**src/design/rti_pkg.sv**
```systemverilog
// rti_pkg: shared types and constants for the round-to-increment unit
// depends on nothing; used by every module in the design folder
`timescale 1ns / 1ps
package rti_pkg;
  localparam int W = 64;
  localparam int SW = 63;
  localparam int NCELL = 16;
  localparam int BPC = W / NCELL;

  typedef enum logic [1:0] {
    MODE_CEIL = 2'd0,
    MODE_FLOOR = 2'd1,
    MODE_TRUNC = 2'd2,
    MODE_HALF_EXPAND = 2'd3
  } mode_t;

  typedef struct packed {
    logic [63:0] value;
    logic [62:0] step_size;
    logic [1:0] mode;
  } in_t;

  typedef struct packed {
    logic [63:0] rounded_value;
    logic overflow;
  } out_t;

  // data handed from one divider cell to the next
  typedef struct packed {
    logic vld;
    logic neg;
    logic [1:0] mode;
    logic [W-1:0] raw;
    logic [SW-1:0] step;
    logic [W-1:0] rem;
    logic [W-1:0] quo;
  } div_t;
endpackage

```
**src/design/rti_cell.sv**
```systemverilog
// rti_cell: one stage of the restoring divider, retiring BPC quotient bits
// depends on rti_pkg
`timescale 1ns / 1ps
module rti_cell (
  input  logic clk,
  input  logic rst,
  input  rti_pkg::div_t d,
  output rti_pkg::div_t q
);
  import rti_pkg::*;

  div_t n;
  logic [W:0] tr;

  // shift-subtract steps for this cell's quotient bits
  always_comb begin
    n = d;
    tr = '0;
    for (int i = 0; i < BPC; i++) begin
      tr = {n.rem, n.quo[W-1]} - {2'b00, n.step};
      if (!tr[W]) begin
        n.rem = tr[W-1:0];
        n.quo = {n.quo[W-2:0], 1'b1};
      end else begin
        n.rem = {n.rem[W-2:0], n.quo[W-1]};
        n.quo = {n.quo[W-2:0], 1'b0};
      end
    end
  end

  // register toward the next cell
  always_ff @(posedge clk) begin
    if (rst) begin
      q.vld <= 1'b0;
    end else begin
      q.vld <= d.vld;
    end
    q.neg <= n.neg;
    q.mode <= n.mode;
    q.raw <= n.raw;
    q.step <= n.step;
    q.rem <= n.rem;
    q.quo <= n.quo;
  end
endmodule

```
**config.mk**
```make
export PLATFORM = sky130hd
export DESIGN_NAME = rti_cell
export DESIGN_NICKNAME = d
export VERILOG_FILES = /design/src/design/rti_pkg.sv /design/src/design/rti_cell.sv
export SDC_FILE = /design/constraint.sdc
export NUM_CORES = 1
export LEC_CHECK = 0
export BUFFER_PORTS_ARGS = -buffer_cell sky130_fd_sc_hd__buf_2
export CAP_MARGIN = 20
export CORE_MARGIN = 4
export CORE_UTILIZATION = 35
export DETAILED_ROUTE_END_ITERATION = 10
export PLACE_DENSITY_LB_ADDON = 0.15
export SLEW_MARGIN = 20
export SYNTH_ARGS = -nofsm -noshare
export SYNTH_HDL_FRONTEND = slang
export SYNTH_SLANG_ARGS = --single-unit
```
**constraint.sdc**
```tcl
create_clock -name clk -period 14.2 [get_ports clk]
set_input_delay 1.42 -clock clk [delete_from_list [all_inputs] [get_ports clk]]
set_output_delay 1.42 -clock clk [all_outputs]
set_load 0.02 [all_outputs]
```
==> results.tsv, run 1 <==
metric	value	unit
cp_slowest_cell	or4_4	
ctsHoldBuffers	0	
wl	93700	um
max_freq	70.6	MHz
largest_reg_flops	259	
grt.total_usage	0.257	
crit_arrival	14.59	ns
required	14.64	ns
num_rows	92	
first_pass_iters	5	
ff_latch_area	0.00518	mm^2
clk_path_buf_depth	3	
hold_path.startpoint	d[253]	
hold_end	q[253]	
ys_types	82	
vias	26200	
hold-worst-slack	0.931	ns
yosys.cell_count.top_type	a21oi_1	
top_register	q	
portBuffers	519	
ys.flop_type	dfxtp_1	
drtAntennaViolNets	0	
max_slew.worst_pin.slew	0.838	ns
status	finished clean	
hold_viol_final	0	
synthArstFlopShare	0	
synthTopCellsByCount	a21oi_1 (322), nand2_1 (273), dfxtp_1 (259), nor2_1 (255), ha_1 (252)	
gp_congestion	1.00	
critPathKind	primary input to flip-flop	
crit_family	compound AO/OA/AOI/OAI gates	
endpoint_kind	flip-flop	
ios	520	
dp_hpwl	79100	um
hold_depth	1	
synth-seq-cells	259	
path_clk_slew	0.06	ns
cp_max_fo	18	
grt_pass1_wl	137000	um
cap_violations	0	
cts_tree	yes	
synth_cells	2832	
cp.depth	67	
antenna_found_initial	10	
syn_nets	3349	
setup_viol_count_final	0	
num-fill-cells	6058	
initial_core_util	0.353	
vias_per_cell	4.98	
max_slew_margin	0.437	
synth_warnings	0	
cp_num_buf_inv	16	
grt_max_degree	59	
synth-edff-count	0	
die_y	260	um
htree_levels	1	
avgSynthCellArea	7.84	um^2
drc	0	
drive_gt1_frac	0.433	
multiInputGateArea	0.0169	mm^2
synthTopCellsByArea	dfxtp_1 (23%), ha_1 (14%), a21oi_1 (7.3%), xnor2_1 (5.8%), nand2_1 (4.6%)	
startpoint_type	primary input	
min-delay-path-class	primary input to flip-flop	
drt_iter0_drc	1471	
wire_per_inst	17.8	um
slew_viol_final	0	
synth-seq-area-share	0.234	
synth_top_area_cell	dfxtp_1	
die_x	260	um
syn_to_final_growth	62.2	%
numCtsBuffers	27	
rsz0062_at_grt	true	
post-route-min-period	14.15	ns
grt_overflow	0	
min_period_over_period	0.997	
clock_sinks	259	
slowest_delay	0.43	ns
grt_pass1_vias	25000	
cp_common_cell	nand4_1	
die_area	0.0675	mm^2
nets	4908	
coreArea	0.0630	mm^2
largestRegisters	q x259	
syn-cell-area	0.0222	mm^2
root_buffer	clkbuf_16	
yosys.area.top_type_share	0.234	
## cell type report
| type | instances | share of cell area |
|---|---|---|
| clock inverter | 11 | 0.00389 |
| clock buffer | 38 | 0.0221 |
| multi-input combinational | 2339 | 0.471 |
| tap | 846 | 0.0294 |
| inverter | 149 | 0.0166 |
| antenna | 2 | 0.000139 |
| sequential | 259 | 0.144 |
| timing repair buffer | 1615 | 0.313 |
## per-layer routing
metal | up-vias | wire length (um) | track usage
met1 | 12000 | 38500 | 0.308
li1 | 13300 | - | -
met2 | 729 | 45500 | 0.470
met4 | 8 | 4230 | 0.0892
met3 | 160 | 5460 | 0.0333
met5 | - | 44 | 0
## timing repair
item | 4_1_cts | 5_1_grt
resized for setup | 58 | 191
pin swaps | 17 | 96
endpoints found under the setup margin | 65 | 65
buffers inserted | 10 | 54
gates cloned | 3 | 6
## stage by stage
stage                     std cells  cell area, um^2   util  setup TNS [ns]  worst slack, ns
after floorplan                2832            22200      -               0         0.000355
after global placement         5140            33400  0.530          -97.24            -1.54
after detailed placement       5140            33400  0.530         -117.74            -1.86
after CTS                      5202            34700  0.552               0         0.000895
after global routing           5259            36000  0.572          -27.81           -0.489
final                          5259            36000  0.572               0           0.0455
## worst max-delay path by stage
stage           start     end
2_1_floorplan   d[63]  q[100]
3_3_place_gp    d[63]   q[92]
3_5_place_dp    d[63]   q[95]
4_1_cts        d[168]  q[122]
5_1_grt        d[157]   q[95]
6_report       d[171]   q[95]
## cell usage in the layout (no fill, tap or decap), types with 9 or more instances in the layout
| master | count |
|---|---|
| o21ai_1 | 29 |
| or2_2 | 9 |
| nor3_1 | 42 |
| o31ai_1 | 19 |
| nor2_2 | 9 |
| xor2_1 | 85 |
| buf_12 | 15 |
| buf_6 | 15 |
| nor2_1 | 242 |
| a21o_1 | 129 |
| ha_1 | 234 |
| a211oi_1 | 14 |
| dfxtp_1 | 259 |
| buf_2 | 518 |
| a21oi_1 | 301 |
| buf_4 | 1053 |
| a21oi_2 | 19 |
| or3_1 | 9 |
| a31oi_1 | 25 |
| nor2b_1 | 20 |
| ha_4 | 12 |
| a21boi_0 | 11 |
| and2_1 | 24 |
| o21ai_0 | 164 |
| o21a_1 | 36 |
| nand3_1 | 46 |
| o21bai_1 | 38 |
| clkbuf_16 | 34 |
| o21ai_2 | 14 |
| mux2_4 | 60 |
| inv_1 | 134 |
| mux2_2 | 15 |
| xnor2_1 | 146 |
| o211ai_1 | 22 |
| nand2_1 | 263 |
| and3_1 | 29 |
| nand4_1 | 50 |
| nand2b_1 | 28 |
## cells by family (layout without fill, tap and decap cells)
kind of cell / after synthesis / in the layout / synth area share
flops: 259 / 259 / 0.234
xor+xnor: 234 / 234 / 0.0933
compound gates: 938 / 938 / 0.262
fa+ha+maj: 256 / 256 / 0.146
mux: 86 / 86 / 0.0529
simple gates: 824 / 825 / 0.170
buf+inv: 235 / 1813 / 0.0426
other cells: 0 / 2 / 0
Power of run 1 is not shown: default switching activity piles up to over one toggle a cycle in this logic, so the estimate is an artifact.
==> run 2, diff against run 1 <==
Settings changed: CORE_MARGIN 4 to 1, RECOVER_POWER set to 50.
==> run 2 against run 1 <==
Die area down 4.6%. Sequential share of layout area down 0.35 points. Final area up 2.5%. Hold slack better by 0.011 ns. First-iteration DRC count up 16%.
==> results.tsv, run 2 (same netlist as run 1, synthesis figures left out) <==
metric	value	unit	change
pre_cts_ws	-2.09	ns	was -1.86 ns
met3WireLength	5430	um	was 5460 um
cap_violations	0		unchanged
die_x	254	um	was 260 um
cp_num_buf_inv	17		was 16
root_buffer	clkbuf_16		unchanged
nets	4994		was 4,908
hold_viol_final	0		unchanged
max_slew_margin	0.439		was 0.437
required	14.65	ns	was 14.64 ns
grt_pass1_vias	26800		was 25,000
num-fill-cells	5817		was 6,058
final_area	0.0369	mm^2	was 0.0360 mm^2
path_clk_slew	0.06	ns	about the same
setup_viol_count_final	0		unchanged
die_area	0.0644	mm^2	was 0.0675 mm^2
clk_path_buf_depth	3		unchanged
first_pass_iters	8		was 5
wl	100000	um	was 93,700 um
initial_core_util	0.357		was 0.353
critPathKind	primary input to flip-flop		unchanged
min-delay-path-class	primary input to flip-flop		unchanged
die_y	254	um	was 260 um
grt_max_degree	48		was 59
rsz0062_at_grt	true		unchanged
wire_per_inst	18.8	um	was 17.8 um
cp_slowest_cell	or4_4		unchanged
coreArea	0.0622	mm^2	was 0.0630 mm^2
slowest_delay	0.53	ns	was 0.43 ns
antenna_found_initial	5		was 10
clock_sinks	259		unchanged
vias_per_cell	5.09		was 4.98
grt_pass1_wl	146000	um	was 137,000 um
largest_reg_flops	259		unchanged
m1WireLength	41900	um	was 38,500 um
dp_hpwl	83900	um	was 79,100 um
cp_common_cell	buf_12		was nand4_1
portBuffers	519		unchanged
ios	520		unchanged
syn_to_final_growth	66.2	%	was 62.2%
min_period_over_period	0.995		was 0.997
startpoint_type	primary input		unchanged
grt.total_usage	0.292		was 0.257
top_layer_used	met5		unchanged
crit_arrival	14.58	ns	was 14.59 ns
met2WireLength	48100	um	was 45,500 um
cts_tree	yes		unchanged
vias	27200		was 26,200
max_slew.worst_pin.slew	0.836	ns	was 0.838 ns
num_rows	91		was 92
place_area	0.0340	mm^2	was 0.0334 mm^2
status	finished clean		unchanged
post-route-min-period	14.13	ns	was 14.15 ns
grt_overflow	0		unchanged
crit_family	compound AO/OA/AOI/OAI gates		unchanged
gp_congestion	0.963		was 1.00
final_cell_mix	buf_4 (1,141), buf_2 (456), a21oi_1 (295)		was buf_4 (1,053), buf_2 (518), a21oi_1 (301)
numCtsBuffers	26		was 27
drc	0		unchanged
drive_gt1_frac	0.441		was 0.433
finalWorstSetupSlack	0.0674	ns	was 0.0455 ns
max_freq	70.8	MHz	was 70.6 MHz
top_register	q		unchanged
drtAntennaViolNets	0		unchanged
htree_levels	1		unchanged
slew_viol_final	0		unchanged
drt_iter0_drc	1711		was 1,471
cp_max_fo	18		unchanged
ctsHoldBuffers	0		unchanged
endpoint_kind	flip-flop		unchanged
largestRegisters	q x259		unchanged
layout_commonest_cell	buf_4		unchanged
-- run 2: through the flow --
stage | hold slack [ns] | util | cells | TNS, ns
after floorplan | 1.45 | - | 2832 | 0
after global placement | 1.52 | 0.548 | 5224 | -116.81
after detailed placement | 1.52 | 0.548 | 5224 | -131.25
after CTS | 0.910 | 0.577 | 5304 | 0
after global routing | 0.912 | 0.594 | 5335 | -26.28
final | 0.941 | 0.594 | 5335 | 0
-- run 2: cell type report --
type / instances / area, um^2 / share of cell area
Multi-Input combinational cell: 2338 / 17300 / 0.468
Tap cell: 837 / 1050 / 0.0284
Clock inverter: 13 / 101 / 0.00275
Timing Repair Buffer: 1703 / 12000 / 0.324
Sequential cell: 259 / 5180 / 0.141
Inverter: 149 / 589 / 0.0160
Clock buffer: 35 / 746 / 0.0202
Antenna cell: 1 / 2.50 / 0.0000678
-- run 2: worst paths after layout --
path	startpoint	endpoint	slack (ns)	depth (start not counted)
setup / recovery	d[63]	q[93]	0.07	73
hold / removal	d[248]	q[248]	0.94	1
-- run 2: metal layers --
metal	GRT usage	vias up
li1	-	13500
met1	0.347	12700
met2	0.514	798
met3	0.0425	176
met4	0.140	2
met5	0	-
-- run 2: what timing repair did --
item / 4_1_cts / 5_1_grt
gates resized for setup: 127 / 190
setup buffers: 26 / 32
cloned: 7 / 6
endpoints found under the setup margin: 65 / 65
pin swaps: 37 / 80
Power of run 2 is left out for the same reason.
==> run 3, diff against run 2 <==
Settings changed: CTS_BUF_LIST set to sky130_fd_sc_hd__clkbuf_4 sky130_fd_sc_hd__clkbuf_8 sky130_fd_sc_hd__clkbuf_16, GPL_TIMING_DRIVEN set to 0.
==> run 3 against run 2 <==
The run now ends with negative setup slack left. Sequential cell count stayed put. Wire length is 8.6% lower. Fmax down 4.2%. Clock-buffer cell count rose by 1. Utilization decreased by 10 points. Final area fell by 17%.
==> results.tsv, run 3 (same netlist as run 1, synthesis figures left out) <==
metric	value	unit	change
grt-busiest-layer	met2		unchanged
max_slew.worst_pin.slew	0.957	ns	was 0.836 ns
placed_cells	4187		was 5,224
drc	0		unchanged
startpoint_type	primary input		unchanged
place_area	0.0258	mm^2	was 0.0340 mm^2
use_met1	0.337		was 0.347
drive_gt1_frac	0.307		was 0.441
cap_violations	0		unchanged
grt.total_usage	0.270		was 0.292
die_y	254	um	unchanged
rsz0062_at_grt	true		unchanged
utilization	0.491		was 0.594
ctsHoldBuffers	0		unchanged
wire_per_inst	20.6	um	was 18.8 um
min-delay-path-class	primary input to flip-flop		unchanged
required	14.65	ns	about the same
grt_pass1_vias	22200		was 26,800
vias_per_cell	5.40		was 5.09
die_area	0.0644	mm^2	unchanged
htree_levels	1		unchanged
cts_tree	yes		unchanged
numCtsBuffers	29		was 26
slew_viol_final	0		unchanged
setup-tns-final	-32.17	ns	was 0 ns
largest_reg_flops	259		unchanged
cp_max_fo	7		was 18
antenna_found_initial	15		was 5
layout_commonest_cell	buf_2		was buf_4
critPathKind	primary input to flip-flop		unchanged
min_period_over_period	1.04		was 0.995
nets	4093		was 4,994
num_rows	91		unchanged
max_slew_margin	0.353		was 0.439
num-fill-cells	6212		was 5,817
clock_sinks	259		unchanged
met2_usage	0.469		was 0.514
grt_pass1_wl	133000	um	was 146,000 um
setup_viol_count_final	65		was 0
final_area	0.0305	mm^2	was 0.0369 mm^2
crit_arrival	15.21	ns	was 14.58 ns
endpoint_kind	flip-flop		unchanged
post-route-min-period	14.75	ns	was 14.13 ns
first_pass_iters	5		was 8
ios	520		unchanged
cp_slowest_cell	or4_1		was or4_4
top_register	q		unchanged
initial_core_util	0.357		unchanged
vias	24000		was 27,200
use_met3	0.0365		was 0.0425
coreArea	0.0622	mm^2	unchanged
final_cell_mix	buf_2 (455), a21oi_1 (291), dfxtp_1 (259)		was buf_4 (1,141), buf_2 (456), a21oi_1 (295)
drtAntennaViolNets	0		unchanged
dp_hpwl	72100	um	was 83,900 um
grt_overflow	0		unchanged
root_buffer	clkbuf_16		unchanged
violations	negative setup slack		
wl	91600	um	was 100,000 um
syn_to_final_growth	37.4	%	was 66.2%
drt_iter0_drc	1822		was 1,711
grt_max_degree	15		was 48
largestRegisters	q x259		unchanged
max_freq	67.8	MHz	was 70.8 MHz
hold_viol_final	0		unchanged
finalWorstSetupSlack	-0.552	ns	was 0.0674 ns
gp_congestion	0.960		was 0.963
slowest_delay	0.49	ns	was 0.53 ns
clk_path_buf_depth	3		unchanged
instances_no_fill	4436		was 5,335
status	finished, violations left		was finished clean
portBuffers	518		was 519
path_clk_slew	0.06	ns	about the same
die_x	254	um	unchanged
-- run 3: changes by cell type in the layout (fill, tap and decap cells not counted), sizes merged --
cell,delta
buf,-939
clkbuf,+38
inv,-10
clkinvlp,+8
diode,+5
bufbuf,-2
bufinv,+1
-- run 3: worst paths after layout --
path / start / endpoint / slack (ns) / cells after the start
min: d[202] / q[202] / 0.92 / 1
max: d[128] / q[123] / -0.55 / 69
-- run 3: area by class of cell --
| class | instances | area [um^2] | share of cell area |
|---|---|---|---|
| Clock buffer | 36 | 791 | 0.0259 |
| Tap cell | 837 | 1050 | 0.0343 |
| Buffer | 71 | 931 | 0.0305 |
| Multi-Input combinational cell | 2338 | 17500 | 0.573 |
| Timing Repair Buffer | 728 | 4310 | 0.141 |
| Inverter | 149 | 631 | 0.0207 |
| Clock inverter | 12 | 125 | 0.00410 |
| Sequential cell | 259 | 5180 | 0.170 |
| Antenna cell | 6 | 15.0 | 0.000492 |
-- run 3: through the flow --
step	hold WS, ns	setup WS, ns
2_1_floorplan	1.45	0.000355
3_3_place_gp	1.52	-7.13
3_5_place_dp	1.52	-7.13
4_1_cts	0.899	-0.314
5_1_grt	0.905	-0.936
6_report	0.924	-0.552
-- run 3: worst max-delay path, delay by kind of cell --
kind                     cells  cell delay (ns)
AO/OA/AOI/OAI               32             6.39
AND/OR/NAND/NOR             11             2.40
buffers and inverters       15             2.09
adder cells (fa/ha/maj)      5             1.49
XOR/XNOR                     4             0.79
multiplexers                 2             0.53
-- run 3: per-layer routing --
metal	share of wire	wire length, um	vias to the layer above
met5	0.00052	48	-
li1	-	-	11700
met4	0.043	3920	8
met3	0.070	6420	165
met2	0.47	43100	909
met1	0.42	38100	11200
-- run 3: repair_timing --
action | in CTS | in global routing
setup buffers | 140 | 71
setup endpoints to repair | 66 | 65
pin swaps | 98 | 88
gates cloned | 2 | 1
gates resized for setup | 387 | 156
Power of run 3 is left out for the same reason.
